**config.mk**
```make
export PLATFORM = sky130hd
export DESIGN_NAME = crp_cell
export DESIGN_NICKNAME = d
export VERILOG_FILES = /design/src/design/crp_pkg.sv /design/src/design/crp_cell.sv
export SDC_FILE = /design/constraint.sdc
export NUM_CORES = 1
export LEC_CHECK = 0
export BUFFER_PORTS_ARGS = -buffer_cell sky130_fd_sc_hd__clkbuf_2
export CORE_ASPECT_RATIO = 0.5
export CORE_MARGIN = 8
export CORE_UTILIZATION = 51
export DETAILED_ROUTE_END_ITERATION = 7
export PLACE_DENSITY = 0.9
export SYNTH_ARGS = -nofsm -noshare
export SYNTH_HDL_FRONTEND = slang
export SYNTH_SLANG_ARGS = --single-unit
```
**constraint.sdc**
```tcl
create_clock -name clock -period 8.5 [get_ports clock]
set_input_delay 1.7 -clock clock [delete_from_list [all_inputs] [get_ports clock]]
set_output_delay 1.7 -clock clock [all_outputs]
set_load 0.05 [all_outputs]
```
**src/design/crp_pkg.sv**
```systemverilog
// Shared widths and data types for the complex reciprocal pipeline.
`timescale 1ns / 1ps

package crp_pkg;

   localparam int InWidth   = 16;
   localparam int MagWidth  = InWidth + 1;
   localparam int SqWidth   = 2 * InWidth - 1;
   localparam int NormWidth = 2 * InWidth;
   localparam int DivWidth  = NormWidth + 1;
   localparam int QuoWidth  = NormWidth - 1;
   localparam int OutWidth  = 32;

   typedef struct packed {
      logic [DivWidth-1:0] rem_re;
      logic [DivWidth-1:0] rem_im;
      logic [DivWidth-1:0] divisor;
      logic [QuoWidth-1:0] low_bits;
      logic [QuoWidth-1:0] quo_re;
      logic [QuoWidth-1:0] quo_im;
      logic                neg_re;
      logic                neg_im;
      logic                zero;
      logic                last;
   } cell_data_type;

   typedef struct packed {
      logic signed [OutWidth-1:0] recip_real;
      logic signed [OutWidth-1:0] recip_imag;
      logic                       zero_input;
      logic                       last_out;
   } result_type;

endpackage

```
**src/design/crp_cell.sv**
```systemverilog
// Divider cell: one quotient bit for both parts, then hand off to the next cell.
`timescale 1ns / 1ps

module crp_cell (
   input  logic                   clock,
   input  logic                   reset,
   input  logic                   adv,
   input  logic                   in_valid,
   input  crp_pkg::cell_data_type in_data,
   output logic                   out_valid,
   output crp_pkg::cell_data_type out_data
);
   import crp_pkg::*;

   logic                valid_ff;
   cell_data_type       data_in, data_ff;
   logic [DivWidth:0]   shift_re, shift_im, trial_re, trial_im;
   logic                bit_in;

   assign bit_in   = in_data.low_bits[QuoWidth-1];
   assign shift_re = {in_data.rem_re, bit_in};
   assign shift_im = {in_data.rem_im, bit_in};
   assign trial_re = shift_re - {1'b0, in_data.divisor};
   assign trial_im = shift_im - {1'b0, in_data.divisor};

   always_comb begin
      data_in          = in_data;
      data_in.low_bits = {in_data.low_bits[QuoWidth-2:0], 1'b0};
      data_in.rem_re   = trial_re[DivWidth] ? shift_re[DivWidth-1:0] : trial_re[DivWidth-1:0];
      data_in.rem_im   = trial_im[DivWidth] ? shift_im[DivWidth-1:0] : trial_im[DivWidth-1:0];
      data_in.quo_re   = {in_data.quo_re[QuoWidth-2:0], ~trial_re[DivWidth]};
      data_in.quo_im   = {in_data.quo_im[QuoWidth-2:0], ~trial_im[DivWidth]};
   end

   always_ff @(posedge clock) begin
      if (reset) begin
         valid_ff <= 1'b0;
      end else if (adv) begin
         valid_ff <= in_valid;
      end
   end

   always_ff @(posedge clock) begin
      if (adv) begin
         data_ff <= data_in;
      end
   end

   assign out_valid = valid_ff;
   assign out_data  = data_ff;

endmodule
```
* Word-level counts from Yosys, hierarchy flattened
Cells that the tools add are included.
** Word-level totals
- Output and inout bits :: 197
- Flip-flop bits (word level) :: 196
** Operators by class
- Mux-type cells :: 2
- Add/sub/neg operators :: 2
- Bitwise operators :: 2
** Operator list (count)
- subtractor 34 x 33 -> 34 bit :: 2
- two-way mux 33 bit :: 2
- inverter 1 bit :: 2

* Depth between registers and ports, before layout
- Word-level depth :: 2
- Depth in mapped cells :: 13

* Worst setup path after synthesis
OpenSTA, ideal clock, no wires.
- Path kind :: input port to flip-flop
- Start point :: input port in_data[96] (netlist name)
- End point :: register data_ff (netlist bit out_data[195]), data pin
- Required time :: 8.240 ns
- Path buffers :: 0
- Setup slack :: 4.059 ns
- Library setup time :: 0.260 ns
- Arrival time :: 4.182 ns
- Cell stages on the path :: 13
- Path through :: inv_1 -> ha_1 -> inv_1 -> fa_1 -> a211oi_1 -> o21ai_1 -> nand4_1 -> a31oi_1 -> a311oi_2 -> o21ba_2 -> o311ai_1 -> xor2_1 -> mux2_2
** RTL lines
- start, declared :: line crp_cell.sv:9 : input crp_pkg::cell_data_type in_data,
- end signal, assigned :: line crp_cell.sv:45 : data_ff <= data_in;
- end, declared :: line crp_cell.sv:16 : cell_data_type data_in, data_ff;

==> results by stage <==
Placed design:
- In this run the tool buffered the top-level ports with 393 buffer cells.
- The post-placement cell area is 0.0126 mm².
- The detailed placer's ending HPWL is between 20,000 and 30,000 µm.
- Routability-driven placement finished with a final weighted congestion of about 0.89.

Worst setup path:
- Among cell families on the critical path, the largest total delay comes from compound AO/OA/AOI/OAI gates.
- The most critical setup path has its startpoint at in_data[98].
- The internal reg-to-reg setup slack is slightly below 8 ns.
- The largest single stage delay on the critical path is a little under 1 ns.
- The startpoint class of the critical path is a primary input.
- The worst register-to-register path ends at out_valid.
- The dominant cell type by count on the critical path is sky130_fd_sc_hd__nor2b_1.
- The peak fanout along the critical path is 34.
- The critical path contains buffers and inverters numbering 2 combined.
- For the worst setup path, the data required time is between 8 and 9 ns.
- The slowest stage of the critical path is the sky130_fd_sc_hd__xor2_4 cell.
- The worst path arrival time is about 5.2 ns.
- In this run the critical register-to-register path is launched from out_valid.
- The depth of the worst register-to-register path is 2.
- The critical path goes through clkbuf_2, inv_1, ha_1, nor2b_1, o31a_1, a21oi_1, nor2b_1, o21ai_1, and3_1, o22ai_1, xor2_4, mux2_1.
- By startpoint and endpoint, the worst setup path is classified as in -> reg.
- The type of element capturing the critical path is a flop.

Power and ir drop:
- The power per cell area is about 230 mW/mm².
- IR analysis of the VDD net gives a maximum drop of roughly 0.14 mV.
- The leakage power is between 6 and 7 nW.

Clock network:
- Clock tree synthesis inserted a total of 17 buffers.
- The maximum level of the CTS H-tree is 4.
- The clock reaches the later pin of the worst-skew pair after approximately 0.45 ns.
- After clock tree synthesis, the clock-pin slew on the worst setup and hold paths is ~0.080 ns.
- For this design, the sink count on the clock tree is 196.
- The number of hold buffers added after cts is 0.
- The root buffer cell is sky130_fd_sc_hd__clkbuf_16.
- Buffers added to address setup during post-CTS repair amount to 0.
- The TritonCTS clock tree is built.
- The number of buffers on the longest clock path is 2.
- Post-CTS repair changed the size of 0 cells.

Synth:
- The unique cell type count in the Yosys netlist is 69.
- The number of nets in the synthesized netlist is around 1,100.
- The cell taking the most area after synthesis is sky130_fd_sc_hd__edfxtp_1.
- The share of the synthesized area in the top cell type is 56.3%.
- Counting flops and latches in the post-synthesis netlist gives about 200.
- The synthesis warning total is 0.
- After synthesis, the cell types taking the most area are sky130_fd_sc_hd__edfxtp_1 (56%), sky130_fd_sc_hd__ha_1 (7.8%), sky130_fd_sc_hd__mux2_4 (4.0%).
- The fraction of registers with async set or reset after synthesis is 0%.
- The mapped netlist covers slightly above 0.01 mm².
- The average cell area after synthesis is roughly 13 µm².
- Sequential elements use 56.5% of the synthesized area.
- The most used flip-flop cell after synthesis is sky130_fd_sc_hd__edfxtp_1.
- The count of flip-flops with a built-in enable after synthesis is 195.
- The synthesized instance count is 790.

Final layout:
- The repair_antennas step left the layout with diodes totalling 0.
- The growth of design area from synthesis to finish is 27.6%.
- After routing the design area is roughly 0.013 mm².
- Fill cells in the final layout number 1,518.
- The end-of-flow core utilization is roughly 65%.
- Registers take just under 0.006 mm².
- The fraction of final layout cells sized beyond drive strength 1 is between 40% and 50%.
- The number of nets in the final layout is 1,447.
- The area occupied by multi-input gates is around 0.0042 mm².

Global route:
- The via count of the first global-routing pass is between 8,000 and 9,000.
- The aggregate global-route resource usage is roughly a quarter.
- The number of antenna violations at the first check in global routing is 2.
- The pin count of the biggest net entering global routing is around 110.
- The first global-routing pass estimated 47,100 µm of wire.
- The global route total overflow is 0.

Floorplan:
- The initial utilization of the core area, before any placement, comes to ~51%.
- The x dimension of the die is about 220 µm.
- 397 I/O pins were placed.
- The floorplan step set the die height to ~120 µm.
- The standard cell core area is about 0.02 mm².
- The floorplan has 37 rows.
- The area enclosed by the die boundary is 0.0255 mm².

STA:
- The highest clock frequency the design can meet is around 0.2 GHz.
- The worst slew margin relative to its limit is 17.4%.
- In the finished design, the share of the clock period the worst path needs comes to about 59%.
- Setup repair after global routing left no endpoint under its margin.
- Setup violations remaining at the end of the flow were counted as 0.
- The total negative slack for setup checks is 0 ns.
- The worst path in the final design needs a cycle of 5.00 ns, including I/O delays and setup.
- The number of max-slew violations in the final report is 0.
- The number of hold violations in the final report came to 0.
- The clock skew after layout is 0 ns.
- The measured slew at the worst slew-check pin is 1.24 ns.

Min path:
- The path with the worst hold slack has its endpoint at out_valid.
- The path category of the worst min-delay check is reg -> reg.
- In this run the most critical hold path is launched from out_valid.
- The number of cells traversed by the worst hold path is 2.

Drt:
- The average wire per standard cell is between 20 and 25 µm.
- The first-iteration detailed-routing DRC count is roughly 640.
- The detail route stage leaves a number of antenna-violating nets equal to 0.
- The number of remaining DRC errors is 0.
- The final route contains 8,124 vias.
- In the routed layout, each cell is associated on average with a via count of ~5.5.
- For this run, the detailed router's first-pass iteration total came to 5.
- After detailed routing, the total wire length is around 32,000 µm.

Outcome:
- The flow ran to the end, and the final reports show no timing, DRC or antenna violations.

Flow run:
- The number of max-cap violations is 0.
==> placed cells by master, fill, tap and decap left out, types with 22 or more instances in the layout <==
master                       n
sky130_fd_sc_hd__xnor2_1    35
sky130_fd_sc_hd__o21ai_0    22
sky130_fd_sc_hd__mux2_1     26
sky130_fd_sc_hd__mux2_4     28
sky130_fd_sc_hd__inv_1      50
sky130_fd_sc_hd__a21o_1     36
sky130_fd_sc_hd__xor2_1     23
sky130_fd_sc_hd__a21oi_1    60
sky130_fd_sc_hd__nand2_1    37
sky130_fd_sc_hd__nor2_1     28
sky130_fd_sc_hd__clkbuf_2  392
sky130_fd_sc_hd__edfxtp_1  195
sky130_fd_sc_hd__ha_1       65
==> worst register-to-register path: stages (launching register included) <==
cell,delay [ns]
sky130_fd_sc_hd__dfxtp_1,0.32
sky130_fd_sc_hd__mux2i_1,0.12
sky130_fd_sc_hd__nor2_1,0.07
==> Yosys cell counts, types with 3 or more instances <==
master                     count
sky130_fd_sc_hd__nor3b_1       4
sky130_fd_sc_hd__edfxtp_1    195
sky130_fd_sc_hd__mux2_2       10
sky130_fd_sc_hd__clkbuf_1     17
sky130_fd_sc_hd__and3_1        4
sky130_fd_sc_hd__mux2_4       28
sky130_fd_sc_hd__a21oi_1      60
sky130_fd_sc_hd__o21bai_1     12
sky130_fd_sc_hd__ha_1         65
sky130_fd_sc_hd__nand2_1      37
sky130_fd_sc_hd__nor3_1        8
sky130_fd_sc_hd__or2_2         3
sky130_fd_sc_hd__and2_1        6
sky130_fd_sc_hd__mux2_1       26
sky130_fd_sc_hd__a31oi_1       6
sky130_fd_sc_hd__mux2i_1       3
sky130_fd_sc_hd__o21ai_0      22
sky130_fd_sc_hd__o221ai_1      3
sky130_fd_sc_hd__nand4_1      13
sky130_fd_sc_hd__xnor2_1      35
sky130_fd_sc_hd__nor2_1       28
sky130_fd_sc_hd__nand2b_1      4
sky130_fd_sc_hd__a21o_1       36
sky130_fd_sc_hd__buf_4         4
sky130_fd_sc_hd__o21a_1        8
sky130_fd_sc_hd__or3_1         3
sky130_fd_sc_hd__inv_1        50
sky130_fd_sc_hd__o22ai_1       3
sky130_fd_sc_hd__nand3_1      11
sky130_fd_sc_hd__xor2_1       23
sky130_fd_sc_hd__o21ai_1       5
sky130_fd_sc_hd__buf_6         3
sky130_fd_sc_hd__o31a_1        3
sky130_fd_sc_hd__o31ai_1       3
sky130_fd_sc_hd__nor2b_1       7
==> where the power goes <==
part,total [mW],internal (mW),switching (mW)
Clock,0.862,0.454,0.408
Combinational,0.988,0.301,0.687
Sequential,1.23,1.20,0.0365
==> worst max-delay path by stage <==
stage	depth (start not counted)	slack (ns)	endpoint
after global routing	12	3.27	out_data[187]
after floorplan	13	4.06	out_data[195]
final	12	3.50	out_data[177]
after detailed placement	12	3.06	out_data[187]
after CTS	12	3.49	out_data[187]
after global placement	12	3.15	out_data[177]
==> registers in the layout (all words and copies together), names as in the netlist <==
signal and flops:
out_data 195, out_valid 1
==> stage by stage <==
step	total power, mW	setup slack [ns]	hold slack, ns	cells
5_1_grt	3.19	3.27	0.562	1466
4_1_cts	3.09	3.49	0.533	1466
2_1_floorplan	1.97	4.06	0.733	790
3_5_place_dp	2.23	3.06	0.520	1434
6_report	3.08	3.50	0.547	1466
3_3_place_gp	2.21	3.15	0.483	1434
==> kinds of logic after synthesis <==
logic type	after synthesis	synth area share [%]
compound gates	190	12.3
buf+inv	74	3.03
mux	67	8.23
fa+ha+maj	67	8.21
flops	196	56.5
simple gates	135	6.52
xor+xnor	60	5.20
other cells	1	0.0361
==> final cells by class <==
type | instances | share of cell area [%]
clock buffer | 17 | 3.21
clock inverter | 15 | 1.65
timing repair buffer | 395 | 15.0
sequential | 196 | 44.3
tap | 273 | 2.57
inverter | 50 | 1.41
multi-input combinational | 520 | 31.9
==> layer usage <==
metal	up-vias	wire (µm)	share of wire [%]	global-route usage (%)
met3	59	2460	7.6	6.11
met5	-	27	0.083	0
li1	3771	-	-	-
met2	343	16600	51	43.2
met1	3947	12400	38	27.8
met4	4	899	2.8	9.44
Power figures use the tool's default switching activity.
