File: src/design/crp_pkg.sv
// Shared widths and data types for the complex reciprocal pipeline.
`timescale 1ns / 1ps

package crp_pkg;

   localparam int InWidth   = 16;
   localparam int MagWidth  = InWidth + 1;
   localparam int SqWidth   = 2 * InWidth - 1;
   localparam int NormWidth = 2 * InWidth;
   localparam int DivWidth  = NormWidth + 1;
   localparam int QuoWidth  = NormWidth - 1;
   localparam int OutWidth  = 32;

   typedef struct packed {
      logic [DivWidth-1:0] rem_re;
      logic [DivWidth-1:0] rem_im;
      logic [DivWidth-1:0] divisor;
      logic [QuoWidth-1:0] low_bits;
      logic [QuoWidth-1:0] quo_re;
      logic [QuoWidth-1:0] quo_im;
      logic                neg_re;
      logic                neg_im;
      logic                zero;
      logic                last;
   } cell_data_type;

   typedef struct packed {
      logic signed [OutWidth-1:0] recip_real;
      logic signed [OutWidth-1:0] recip_imag;
      logic                       zero_input;
      logic                       last_out;
   } result_type;

endpackage

File: src/design/crp_front.sv
// Front stages: magnitudes, squares and norm, forming the divider's first operands.
`timescale 1ns / 1ps

module crp_front (
   input  logic                          clock,
   input  logic                          reset,
   input  logic                          adv,
   input  logic                          in_valid,
   input  logic signed [crp_pkg::InWidth-1:0] in_real,
   input  logic signed [crp_pkg::InWidth-1:0] in_imag,
   input  logic                          in_last,
   output logic                          out_valid,
   output crp_pkg::cell_data_type        out_data
);
   import crp_pkg::*;

   logic                v1_ff, v2_ff, v3_ff;
   logic [MagWidth-1:0] mag_a1_ff, mag_b1_ff, mag_a2_ff, mag_b2_ff;
   logic                neg_a1_ff, neg_b1_ff, neg_a2_ff, neg_b2_ff;
   logic                last1_ff, last2_ff;
   logic [SqWidth-1:0]  sq_a2_ff, sq_b2_ff;
   logic [MagWidth-1:0] ext_a, ext_b;
   logic [SqWidth-1:0]  prod_a, prod_b;
   logic [NormWidth-1:0] norm;
   cell_data_type       data_in, data_ff;

   assign ext_a  = {in_real[InWidth-1], in_real};
   assign ext_b  = {in_imag[InWidth-1], in_imag};
   assign prod_a = SqWidth'(mag_a1_ff) * SqWidth'(mag_a1_ff);
   assign prod_b = SqWidth'(mag_b1_ff) * SqWidth'(mag_b1_ff);
   assign norm   = NormWidth'(sq_a2_ff) + NormWidth'(sq_b2_ff);

   always_comb begin
      data_in.rem_re   = DivWidth'(mag_a2_ff) + DivWidth'(norm[NormWidth-1]);
      data_in.rem_im   = DivWidth'(mag_b2_ff) + DivWidth'(norm[NormWidth-1]);
      data_in.divisor  = {norm, 1'b0};
      data_in.low_bits = norm[QuoWidth-1:0];
      data_in.quo_re   = '0;
      data_in.quo_im   = '0;
      data_in.neg_re   = neg_a2_ff;
      data_in.neg_im   = ~neg_b2_ff;
      data_in.zero     = (norm == '0);
      data_in.last     = last2_ff;
   end

   always_ff @(posedge clock) begin
      if (reset) begin
         v1_ff <= 1'b0;
         v2_ff <= 1'b0;
         v3_ff <= 1'b0;
      end else if (adv) begin
         v1_ff <= in_valid;
         v2_ff <= v1_ff;
         v3_ff <= v2_ff;
      end
   end

   always_ff @(posedge clock) begin
      if (adv) begin
         neg_a1_ff <= in_real[InWidth-1];
         neg_b1_ff <= in_imag[InWidth-1];
         mag_a1_ff <= in_real[InWidth-1] ? (MagWidth'(0) - ext_a) : ext_a;
         mag_b1_ff <= in_imag[InWidth-1] ? (MagWidth'(0) - ext_b) : ext_b;
         last1_ff  <= in_last;
         mag_a2_ff <= mag_a1_ff;
         mag_b2_ff <= mag_b1_ff;
         neg_a2_ff <= neg_a1_ff;
         neg_b2_ff <= neg_b1_ff;
         last2_ff  <= last1_ff;
         sq_a2_ff  <= prod_a;
         sq_b2_ff  <= prod_b;
         data_ff   <= data_in;
      end
   end

   assign out_valid = v3_ff;
   assign out_data  = data_ff;

endmodule

File: config.mk
export PLATFORM = sky130hd
export DESIGN_NAME = crp_front
export DESIGN_NICKNAME = d
export VERILOG_FILES = /design/src/design/crp_pkg.sv /design/src/design/crp_front.sv
export SDC_FILE = /design/constraint.sdc
export NUM_CORES = 1
export LEC_CHECK = 0
export BUFFER_PORTS_ARGS = -buffer_cell sky130_fd_sc_hd__buf_2
export CAP_MARGIN = 0
export CORE_ASPECT_RATIO = 0.9
export CORE_MARGIN = 2
export CORE_UTILIZATION = 60
export CTS_BUF_LIST = sky130_fd_sc_hd__clkbuf_16
export DETAILED_ROUTE_END_ITERATION = 8
export PLACE_DENSITY = 0.78
export SLEW_MARGIN = 20
export SYNTH_ARGS = -nofsm -noshare
export SYNTH_HDL_FRONTEND = slang
export SYNTH_SLANG_ARGS = --single-unit
File: constraint.sdc
create_clock -name clock -period 8.04 [get_ports clock]
set_clock_uncertainty 0.1 [all_clocks]
set_input_delay 1.206 -clock clock [delete_from_list [all_inputs] [get_ports clock]]
set_output_delay 1.206 -clock clock [all_outputs]
set_load 0.02 [all_outputs]
=== Yosys cells after proc, flatten, opt, wreduce, memory -nomap -nowiden ===
Cells that the tools add are included.

* Output and inout port bits: 197
* Input bits: 37
* Register bits after elaboration: 272

* Reductions and logical operators: 1
* Bitwise operators: 1
* Muxes and demuxes: 2
* Multipliers: 2
* Add/subtract/negate cells: 5

{| class="wikitable"
|+ Operator list
! cell !! number
|-
| $mul 17x17->31 || 2
|-
| $add 17x1->18 || 2
|-
| $sub 1x16->17 const A || 2
|-
| $add 31x31->32 || 1
|-
| $logic_not 32->1 || 1
|-
| $mux 15 || 2
|-
| $not 1->1 || 1
|}

=== Longest topological paths before layout ===
Gate-level depths: netlist of run 1.

* Depth after elaboration: 2
* Depth in mapped cells: 24
* Mapped depth without buffers: 24

=== Worst setup path before layout of run 1 ===
Ideal clock, no wire load.

* Path type: register -> register
* Start: reg mag_a1_ff[7]
* End: reg sq_a2_ff[30], data pin
* Cell stages (with the launch flop): 24
* Arrival: 6072 ps
* Path slack: 1608 ps
* Period minus slack after synthesis: 6432 ps
* Buffers on the path: 1
* Cell sequence: edfxtp_1 > clkbuf_1 > nand2_1 > fa_1 > inv_1 > fa_1 > inv_1 > fa_1 > inv_1 > fa_1 > fa_1 > inv_1 > fa_1 > inv_1 > ha_1 > a21o_1 > a21o_1 > a221o_1 > o2111ai_1 > a31oi_1 > a211oi_1 > o21ai_0 > a21oi_1 > xnor2_1

* Longest elaborated chain between the ends: 1

{| class="wikitable"
|+ RTL lines
! item !! line !! RTL
|-
| start: declaration || crp_front.sv:18 || <nowiki>logic [MagWidth-1:0] mag_a1_ff, mag_b1_ff, mag_a2_ff, mag_b2_ff;</nowiki>
|-
| start signal: assignment || crp_front.sv:62 || <nowiki>mag_a1_ff <= in_real[InWidth-1] ? (MagWidth'(0) - ext_a) : ext_a;</nowiki>
|-
| $mul 17x17->31 || crp_front.sv:29 || <nowiki>assign prod_a = SqWidth'(mag_a1_ff) * SqWidth'(mag_a1_ff);</nowiki>
|-
| net prod_a[30] || crp_front.sv:23 || <nowiki>logic [SqWidth-1:0] prod_a, prod_b;</nowiki>
|-
| end signal: assignment || crp_front.sv:70 || <nowiki>sq_a2_ff <= prod_a;</nowiki>
|-
| end: declaration || crp_front.sv:21 || <nowiki>logic [SqWidth-1:0] sq_a2_ff, sq_b2_ff;</nowiki>
|}

The timed path passes the listed nets, and every way through them passes these cells.
A chain may end at the register's enable or synchronous reset.

=== Worst setup path in the final report of run 1 ===
* Start: reg mag_b1_ff[2]
* End: reg sq_b2_ff[29], data pin

* Longest elaborated chain between the ends: 1

{| class="wikitable"
|+ RTL lines
! item !! line !! RTL
|-
| start: declaration || crp_front.sv:18 ||
|-
| start signal: assignment || crp_front.sv:63 || <nowiki>mag_b1_ff <= in_imag[InWidth-1] ? (MagWidth'(0) - ext_b) : ext_b;</nowiki>
|-
| $mul 17x17->31 || crp_front.sv:30 || <nowiki>assign prod_b = SqWidth'(mag_b1_ff) * SqWidth'(mag_b1_ff);</nowiki>
|-
| net prod_b[29] || crp_front.sv:23 ||
|-
| end signal: assignment || crp_front.sv:71 || <nowiki>sq_b2_ff <= prod_b;</nowiki>
|-
| end: declaration || crp_front.sv:21 ||
|}

The timed path passes the listed nets, and every way through them passes these cells.

==> metrics.txt, run 1 <==
period utilization 90.04%; Hold Path End out_data[0]; Hold Path Origin last2_ff; CP max FO 18; YS warnings 0; gr usage total 25.06%; max cap viols 0; syn avg cell area 10.18 µm²; largest net degree at the start of global routing 100; Seq/Total Area, Yosys 24.28%; worst rel slew slack 27.55%; Via Count 17040; wire per inst 16.70 µm; worst-skew pair later-pin latency 580 ps; Worst path top cell family by delay adder cells; DRT antenna net count 0; DRC violations left 0; fin. max-slew vios 0; post-synthesis cell type count 72; R2R Setup Slk 800 ps; CTS root buf clkbuf_16; Nets 3253; layout cells sized above 1 8.264%; Worst Setup Path Type reg2reg; # setup viols final 0; CP Capture Type flop; first-pass GRT wire length 88.60 mm; grt total ovfl 0; WP data arrival 7460 ps; clock transition at the registers of the reported paths 60 ps; DR pass1 iterations 5; die area 44130 µm²; Std-Cell Rows 71; gate count after technology mapping 2503; CP bufs+invs 4; CTS H-tree depth 1; post-cts sizing count 0; Crit path required time 8260 ps; Hold/Removal Path Class reg2reg; CTS Sinks 207; RR Startpoint mag_b1_ff[2]; CP cell instances and2_1 > fa_1 > inv_1 > fa_1 > inv_1 > ha_1 > fa_1 > inv_1 > fa_1 > fa_1 > inv_1 > ha_1 > or3_1 > or2_2 > o221ai_1 > o211ai_1 > a311oi_1 > o21ai_1 > a311oi_1 > o21ai_1 > xor2_1; most used cell, CP fa_1; prevailing post-synth register cell edfxtp_1; Bufs on Longest Clock Path 3; Layout area overhead 6.325%; RR Endpoint sq_b2_ff[29]; number of global-route vias before repair 18190; Routability Congestion 0.9314; core area 41840 µm²; Post-synth EDFFs 204; IO Count 234; TNS Setup 0 ps; largest stage delay on the critical path 670 ps; die width 221.2 µm; r2r worst-path depth 21; Detail Placement HPWL 42.77 mm; Initial Util 60.90%; leading cell type in the layout, fill and taps excluded inv_1; IO buf count 140; ys async rst share 0%; worst hold stages 0; RSZ-0062 raised after global routing no; #FFs+latches synth 207; setup bufs post-CTS 0; CP Launch Type flop; DRT iter0 DRCs 1249; CTS Buf Count 24; cts hold-fix bufs 0; min Tclk post-route 7239 ps; die height 199.5 µm; Worst path slowest cell edfxtp_1; CTS tree done; run status finished, final reports clean; Worst-Margin Slew 1085 ps; initial antenna violation count 4; Routed WL 53.01 mm; most frequent cells in the layout inv_1 (598), fa_1 (381), ha_1 (227); synthesized cell area 25480 µm²; Fin. Hold Viols 0; Vias/cell 5.368; Max Fclk 0.1381 GHz
## kinds of logic (layout without fill, tap and decap cells)
group           after synthesis  in the layout  share of synthesized area, %
buf+inv                     763            792                         13.10
fa+ha+maj                   608            608                         41.08
simple gates                546            546                         10.49
compound gates              231            231                         5.932
flops                       207            207                         24.28
xor+xnor                    140            140                         4.812
mux                           7              7                        0.2897
other cells                   1             97                       0.01472
## final cells by class
cell class              count  area [µm²]
clock buffers              24       600.6
flip-flops and latches    207        6186
fillers                  3214       14750
diodes                      2       5.005
clock inverters            20       260.3
inverters                 594        2230
well taps                 547       684.4
multi-input cells        1627       16310
repair buffers            154       815.8
## synth_stat cells, drive strengths merged, types with 4 or more instances
| master | count | area [µm²] |
|---|---|---|
| xnor2 | 114 | 998.5 |
| xor2 | 26 | 227.7 |
| nor2 | 89 | 334.1 |
| nor3 | 13 | 70.07 |
| nand2 | 207 | 777.0 |
| or3 | 10 | 68.82 |
| buf | 125 | 942.2 |
| ha | 227 | 2840 |
| nand2b | 10 | 62.56 |
| a211oi | 11 | 87.58 |
| o31ai | 9 | 67.56 |
| fa | 381 | 7627 |
| o21bai | 9 | 67.56 |
| nor2b | 13 | 81.33 |
| o211ai | 7 | 52.55 |
| o31a | 4 | 35.03 |
| o21ai | 47 | 239.0 |
| and2 | 113 | 706.9 |
| a21o | 28 | 210.2 |
| nand4 | 10 | 62.56 |
| a31oi | 7 | 43.79 |
| clkbuf | 44 | 165.2 |
| o41ai | 4 | 35.03 |
| inv | 594 | 2230 |
| a21oi | 62 | 314.1 |
| edfxtp | 204 | 6126 |
| mux2i | 4 | 40.04 |
| and3 | 19 | 120.1 |
| o21a | 13 | 97.59 |
| nand3 | 29 | 145.1 |
| nor4 | 6 | 43.79 |
| or2 | 13 | 81.33 |
| a21boi | 5 | 37.54 |
## flip-flops by register name, summed over array words and instances, names as in the netlist
signal,cells
out_valid,1
v1_ff,1
last2_ff,1
neg_a1_ff,1
last1_ff,1
sq_a2_ff,29
mag_b1_ff,17
mag_b2_ff,17
sq_b2_ff,29
out_data,72
v2_ff,1
neg_b1_ff,1
mag_a2_ff,17
neg_b2_ff,1
neg_a2_ff,1
mag_a1_ff,17
## layer usage
metal | global-route usage [%] | wire [µm] | up-vias
li1 | - | - | 7806
met1 | 33.35 | 22180 | 8490
met2 | 41.74 | 24980 | 627
met3 | 4.485 | 4041 | 117
met4 | 8.799 | 1802 | 2
met5 | 0 | 8 | -
## through the flow
| step | utilization, % | cells | area [µm²] | setup WS [ps] | hold WS [ps] |
|---|---|---|---|---|---|
| after floorplan | - | 2597 | 25830 | 1608 | 300.3 |
| after global placement | 62.68 | 3129 | 26230 | 1071 | 304.6 |
| after detailed placement | 62.68 | 3129 | 26230 | 913.0 | 306.1 |
| after CTS | 64.73 | 3173 | 27090 | 894.8 | 320.7 |
| after global routing | 64.73 | 3173 | 27090 | 451.0 | 337.2 |
| final | 64.75 | 3175 | 27090 | 801.1 | 318.7 |
## worst max path at each step
stage	start	end	slack (ps)	depth (start not counted)
after floorplan	mag_a1_ff[7]	sq_a2_ff[30]	1610	23
after global placement	mag_b1_ff[2]	sq_b2_ff[29]	1070	21
after detailed placement	mag_a1_ff[10]	sq_a2_ff[30]	910	20
after CTS	mag_b1_ff[2]	sq_b2_ff[29]	890	21
after global routing	mag_b1_ff[2]	sq_b2_ff[29]	450	21
final	mag_b1_ff[2]	sq_b2_ff[29]	800	21
Power of run 1 is not shown: default switching activity piles up to over one toggle a cycle in this logic, so the estimate is an artifact.
==> run 2: changes to the inputs <==
PLACE_DENSITY = 0.8   (was 0.78)
==> run 2 against run 1 <==
Net effect:
- cell count about the same
- fmax shrank 0.55%
- register-to-register slack lost 40 ps
- hold slack worse by 2.0 ps
- critical path depth unchanged
- final area is 0.31% lower
- sequential share of layout area rose by 0.072 points
- critical path type unchanged
- critical endpoint unchanged
==> metrics.txt, run 2 (synthesis gave the netlist of run 1 again) <==
die area 44130 µm²; post-cts sizing count 0; Std-Cell Rows 71; # fillers 3235; most used cell, CP fa_1; DRC violations left 0; R2R Setup Slk 760 ps; CTS tree done; TNS Setup 0 ps; largest net degree at the start of global routing 84; Max Fclk 0.1374 GHz; worst hold stages 0; CP Capture Type flop; Bufs on Longest Clock Path 3; Crit path required time 8240 ps; most frequent cells in the layout inv_1 (596), fa_1 (381), ha_1 (227); gr usage total 24.95%; layout cells sized above 1 8.194%; first-pass GRT wire length 87.75 mm; Initial Util 60.90%; period utilization 90.54%; grt total ovfl 0; DRT antenna net count 0; cts hold-fix bufs 0; Worst Setup Path Type reg2reg; CP Launch Type flop; Routability Congestion 0.9002; # setup viols final 0; CTS H-tree depth 1; CTS root buf clkbuf_16; Nets 3251; number of global-route vias before repair 17920; IO buf count 140; Hold/Removal Path Class reg2reg; worst-skew pair later-pin latency 560 ps; Hold Path Origin neg_a1_ff; Layout area overhead 5.991%; IO Count 234; Fin. Hold Viols 0; leading cell type in the layout, fill and taps excluded inv_1; DR pass1 iterations 5; setup bufs post-CTS 0; Via Count 17100; clock transition at the registers of the reported paths 70 ps; Worst path slowest cell edfxtp_1; Detail Placement HPWL 43.25 mm; max reg flops 72; CTS Sinks 207; DRT iter0 DRCs 1205; CTS Buf Count 24; r2r worst-path depth 21; fin. max-slew vios 0; Routed WL 53.24 mm; hold_ws 316.7 ps; worst rel slew slack 39.05%; die width 221.2 µm; RR Endpoint sq_b2_ff[29]; Setup WS pre-CTS 893.1 ps; CP bufs+invs 4; CP cell instances and2_1 > fa_1 > inv_1 > fa_1 > inv_1 > ha_1 > fa_1 > inv_1 > fa_1 > fa_1 > inv_1 > ha_1 > or3_1 > or2_2 > o221ai_1 > o211ai_1 > a311oi_1 > o21ai_1 > a311oi_1 > o21ai_1 > xor2_1; Placed Instances 3127; RR Startpoint mag_b1_ff[2]; RSZ-0062 raised after global routing no; Vias/cell 5.390; core area 41840 µm²; initial antenna violation count 4; Post-Layout Cell Count 3172; CP max FO 18; wire per inst 16.78 µm; min Tclk post-route 7279 ps; final setup margin 760.9 ps; run status finished, final reports clean; max cap viols 0; Worst path top cell family by delay adder cells; largest stage delay on the critical path 650 ps; WP data arrival 7480 ps; die height 199.5 µm; Hold Path End neg_a2_ff; Worst-Margin Slew 914.2 ps
==> run 2: changes by cell type in the layout (fill, tap and decap cells not counted), moves of 2 or more <==
| cell | before | now |
|---|---|---|
| clkinv_2 | 2 | 6 |
| bufinv_16 | 5 | 3 |
| buf_4 | 14 | 12 |
| clkinv_1 | 2 | 4 |
| clkinvlp_4 | 4 | 1 |
| inv_6 | 0 | 2 |
| inv_1 | 598 | 596 |
==> run 2: metrics by stage <==
stage / area (µm²) / utilization, %
3_3_place_gp: 26210 / 62.64
2_1_floorplan: 25830 / -
3_5_place_dp: 26210 / 62.64
6_report: 27010 / 64.54
4_1_cts: 27000 / 64.54
5_1_grt: 27000 / 64.54
==> run 2: how the worst max path moves through the flow <==
| stage | slack (ps) | startpoint | cells after the start | to |
|---|---|---|---|---|
| global placement | 1120 | mag_b1_ff[1] | 21 | sq_b2_ff[29] |
| floorplan | 1610 | mag_a1_ff[7] | 23 | sq_a2_ff[30] |
| finish | 760 | mag_b1_ff[2] | 21 | sq_b2_ff[29] |
| detailed placement | 890 | mag_b1_ff[2] | 21 | sq_b2_ff[29] |
| CTS | 820 | mag_b1_ff[2] | 21 | sq_b2_ff[29] |
| global route | 330 | mag_b1_ff[1] | 21 | sq_b2_ff[29] |
==> run 2: per-layer routing <==
layer / global-route usage [%] / vias to the layer above / wire length [µm]
met3: 4.308 / 110 / 4619
met5: 0 / - / 0
li1: - / 7825 / -
met2: 42.07 / 675 / 25590
met4: 8.327 / 0 / 1658
met1: 33.01 / 8486 / 21380
==> run 2: worst reg2reg max path: stages, from the launching register on <==
cell and delay, ps:
edfxtp_1 650, and2_1 330, fa_1 520, inv_1 60, fa_1 530, inv_1 40
ha_1 210, fa_1 530, inv_1 50, fa_1 470, fa_1 550, inv_1 40
ha_1 210, or3_1 420, or2_2 300, o221ai_1 320, o211ai_1 260, a311oi_1 460
o21ai_1 230, a311oi_1 460, o21ai_1 120, xor2_1 150
==> run 2: layout make-up <==
cell class | count | area (µm²) | area share [%]
Clock inverter | 20 | 192.7 | 0.7135
Inverter | 594 | 2230 | 8.256
Timing Repair Buffer | 152 | 800.8 | 2.965
Antenna cell | 1 | 2.502 | 0.009266
Multi-Input combinational cell | 1627 | 16310 | 60.39
Clock buffer | 24 | 600.6 | 2.224
Sequential cell | 207 | 6186 | 22.91
Tap cell | 547 | 684.4 | 2.534
Power of run 2 is left out for the same reason.
==> run 3: changes to the inputs <==
CORE_UTILIZATION = 62   (was 60)
MAX_ROUTING_LAYER = met4   (was not set)
PLACE_DENSITY = 0.83   (was 0.8)
==> run 3 against run 2 <==
Net effect:
- setup slack got worse by 74 ps
- register-to-register slack got worse by 70 ps
- via count down 0.30%
- sequential share of layout area is essentially flat
- critical path type unchanged
==> metrics.txt, run 3 (synthesis gave the netlist of run 1 again) <==
worst rel slew slack 39.72%; clock transition at the registers of the reported paths 60 ps; max cap viols 0; cts hold-fix bufs 0; grt total ovfl 0; CTS Sinks 207; Crit path required time 8240 ps; DR pass1 iterations 6; Max Fclk 0.1360 GHz; CTS H-tree depth 1; Hold/Removal Path Class reg2reg; DRC violations left 0; Detail Placement HPWL 42.73 mm; IO buf count 140; number of global-route vias before repair 17990; TNS Setup 0 ps; initial antenna violation count 0; # fillers 3009; period utilization 91.46%; Routed WL 53.33 mm; most frequent cells in the layout inv_1 (597), fa_1 (381), ha_1 (227); Layout area overhead 5.839%; RSZ-0062 raised after global routing no; CTS tree done; wire per inst 16.88 µm; CP Launch Type flop; post-cts sizing count 0; die height 196.3 µm; IO Count 234; Vias/cell 5.394; WP data arrival 7560 ps; Std-Cell Rows 70; worst-skew pair later-pin latency 560 ps; DRT antenna net count 0; gr usage total 26.69%; Initial Util 62.83%; max reg flops 72; CP Capture Type flop; core area 40550 µm²; fin. max-slew vios 0; layout cells sized above 1 8.015%; CTS Buf Count 25; ant diodes 0; Routability Congestion 0.9060; most used cell, CP fa_1; die width 217.7 µm; DRT iter0 DRCs 1199; Via Count 17040; Bufs on Longest Clock Path 3; first-pass GRT wire length 87.80 mm; Worst-Margin Slew 904.2 ps; CTS root buf clkbuf_16; leading cell type in the layout, fill and taps excluded inv_1; min Tclk post-route 7353 ps; run status finished, final reports clean; CP max FO 18; Worst path top cell family by delay adder cells; # setup viols final 0; setup bufs post-CTS 0; CP bufs+invs 3; Worst Setup Path Type reg2reg; Fin. Hold Viols 0; largest stage delay on the critical path 930 ps; Nets 3247; Worst path slowest cell edfxtp_1; hold_ws 321.6 ps; largest net degree at the start of global routing 100; die area 42730 µm²; CP cell instances nand2_1 > fa_1 > fa_1 > inv_1 > ha_1 > fa_1 > fa_1 > inv_1 > fa_1 > inv_1 > ha_1 > or3_1 > or2_2 > o221ai_1 > o211ai_1 > a311oi_1 > o21ai_1 > a311oi_1 > o21ai_1 > xor2_1
## run 3: final timing paths
check,depth (start not counted),startpoint,slack (ps),end
max,20,mag_b1_ff[4],690,sq_b2_ff[29]
min,0,neg_a2_ff,320,out_data[3]
max reg2reg,20,mag_b1_ff[4],690,sq_b2_ff[29]
min reg2reg,0,neg_a2_ff,320,out_data[3]
## run 3: cell type report
type,count,area [µm²],area share (%)
tap,540,675.6,2.505
clock buffer,25,625.6,2.320
sequential,207,6186,22.94
inverter,594,2230,8.268
timing repair buffer,147,762.0,2.826
multi-input combinational,1627,16310,60.48
clock inverter,20,178.9,0.6635
## run 3: routing by layer
layer	track usage [%]	part of all wire, %	wire length (µm)	vias up
met5	-	0	0	-
met4	8.625	3.5	1844	0
met3	3.659	7.3	3874	129
met2	43.42	49	25970	674
met1	34.91	41	21640	8437
li1	-	-	-	7804
## run 3: metrics by stage
stage          cell area (µm²)  cells  utilization, %  worst slack (ps)
2_1_floorplan            25830   2597               -              1608
3_3_place_gp             26160   3115           64.52             988.2
3_5_place_dp             26160   3115           64.52             835.7
4_1_cts                  26970   3160           66.50             797.5
5_1_grt                  26970   3160           66.50             341.3
6_report                 26970   3160           66.50             686.8
## run 3: worst register-to-register path, cell delays in order, from the launching register on
cell and delay (ps):
edfxtp_1 930, nand2_1 270, fa_1 510, fa_1 540, inv_1 40, ha_1 220
fa_1 490, fa_1 490, inv_1 60, fa_1 530, inv_1 50, ha_1 200
or3_1 350, or2_2 290, o221ai_1 340, o211ai_1 250, a311oi_1 480, o21ai_1 230
a311oi_1 450, o21ai_1 120, xor2_1 150
Power of run 3 is left out for the same reason.
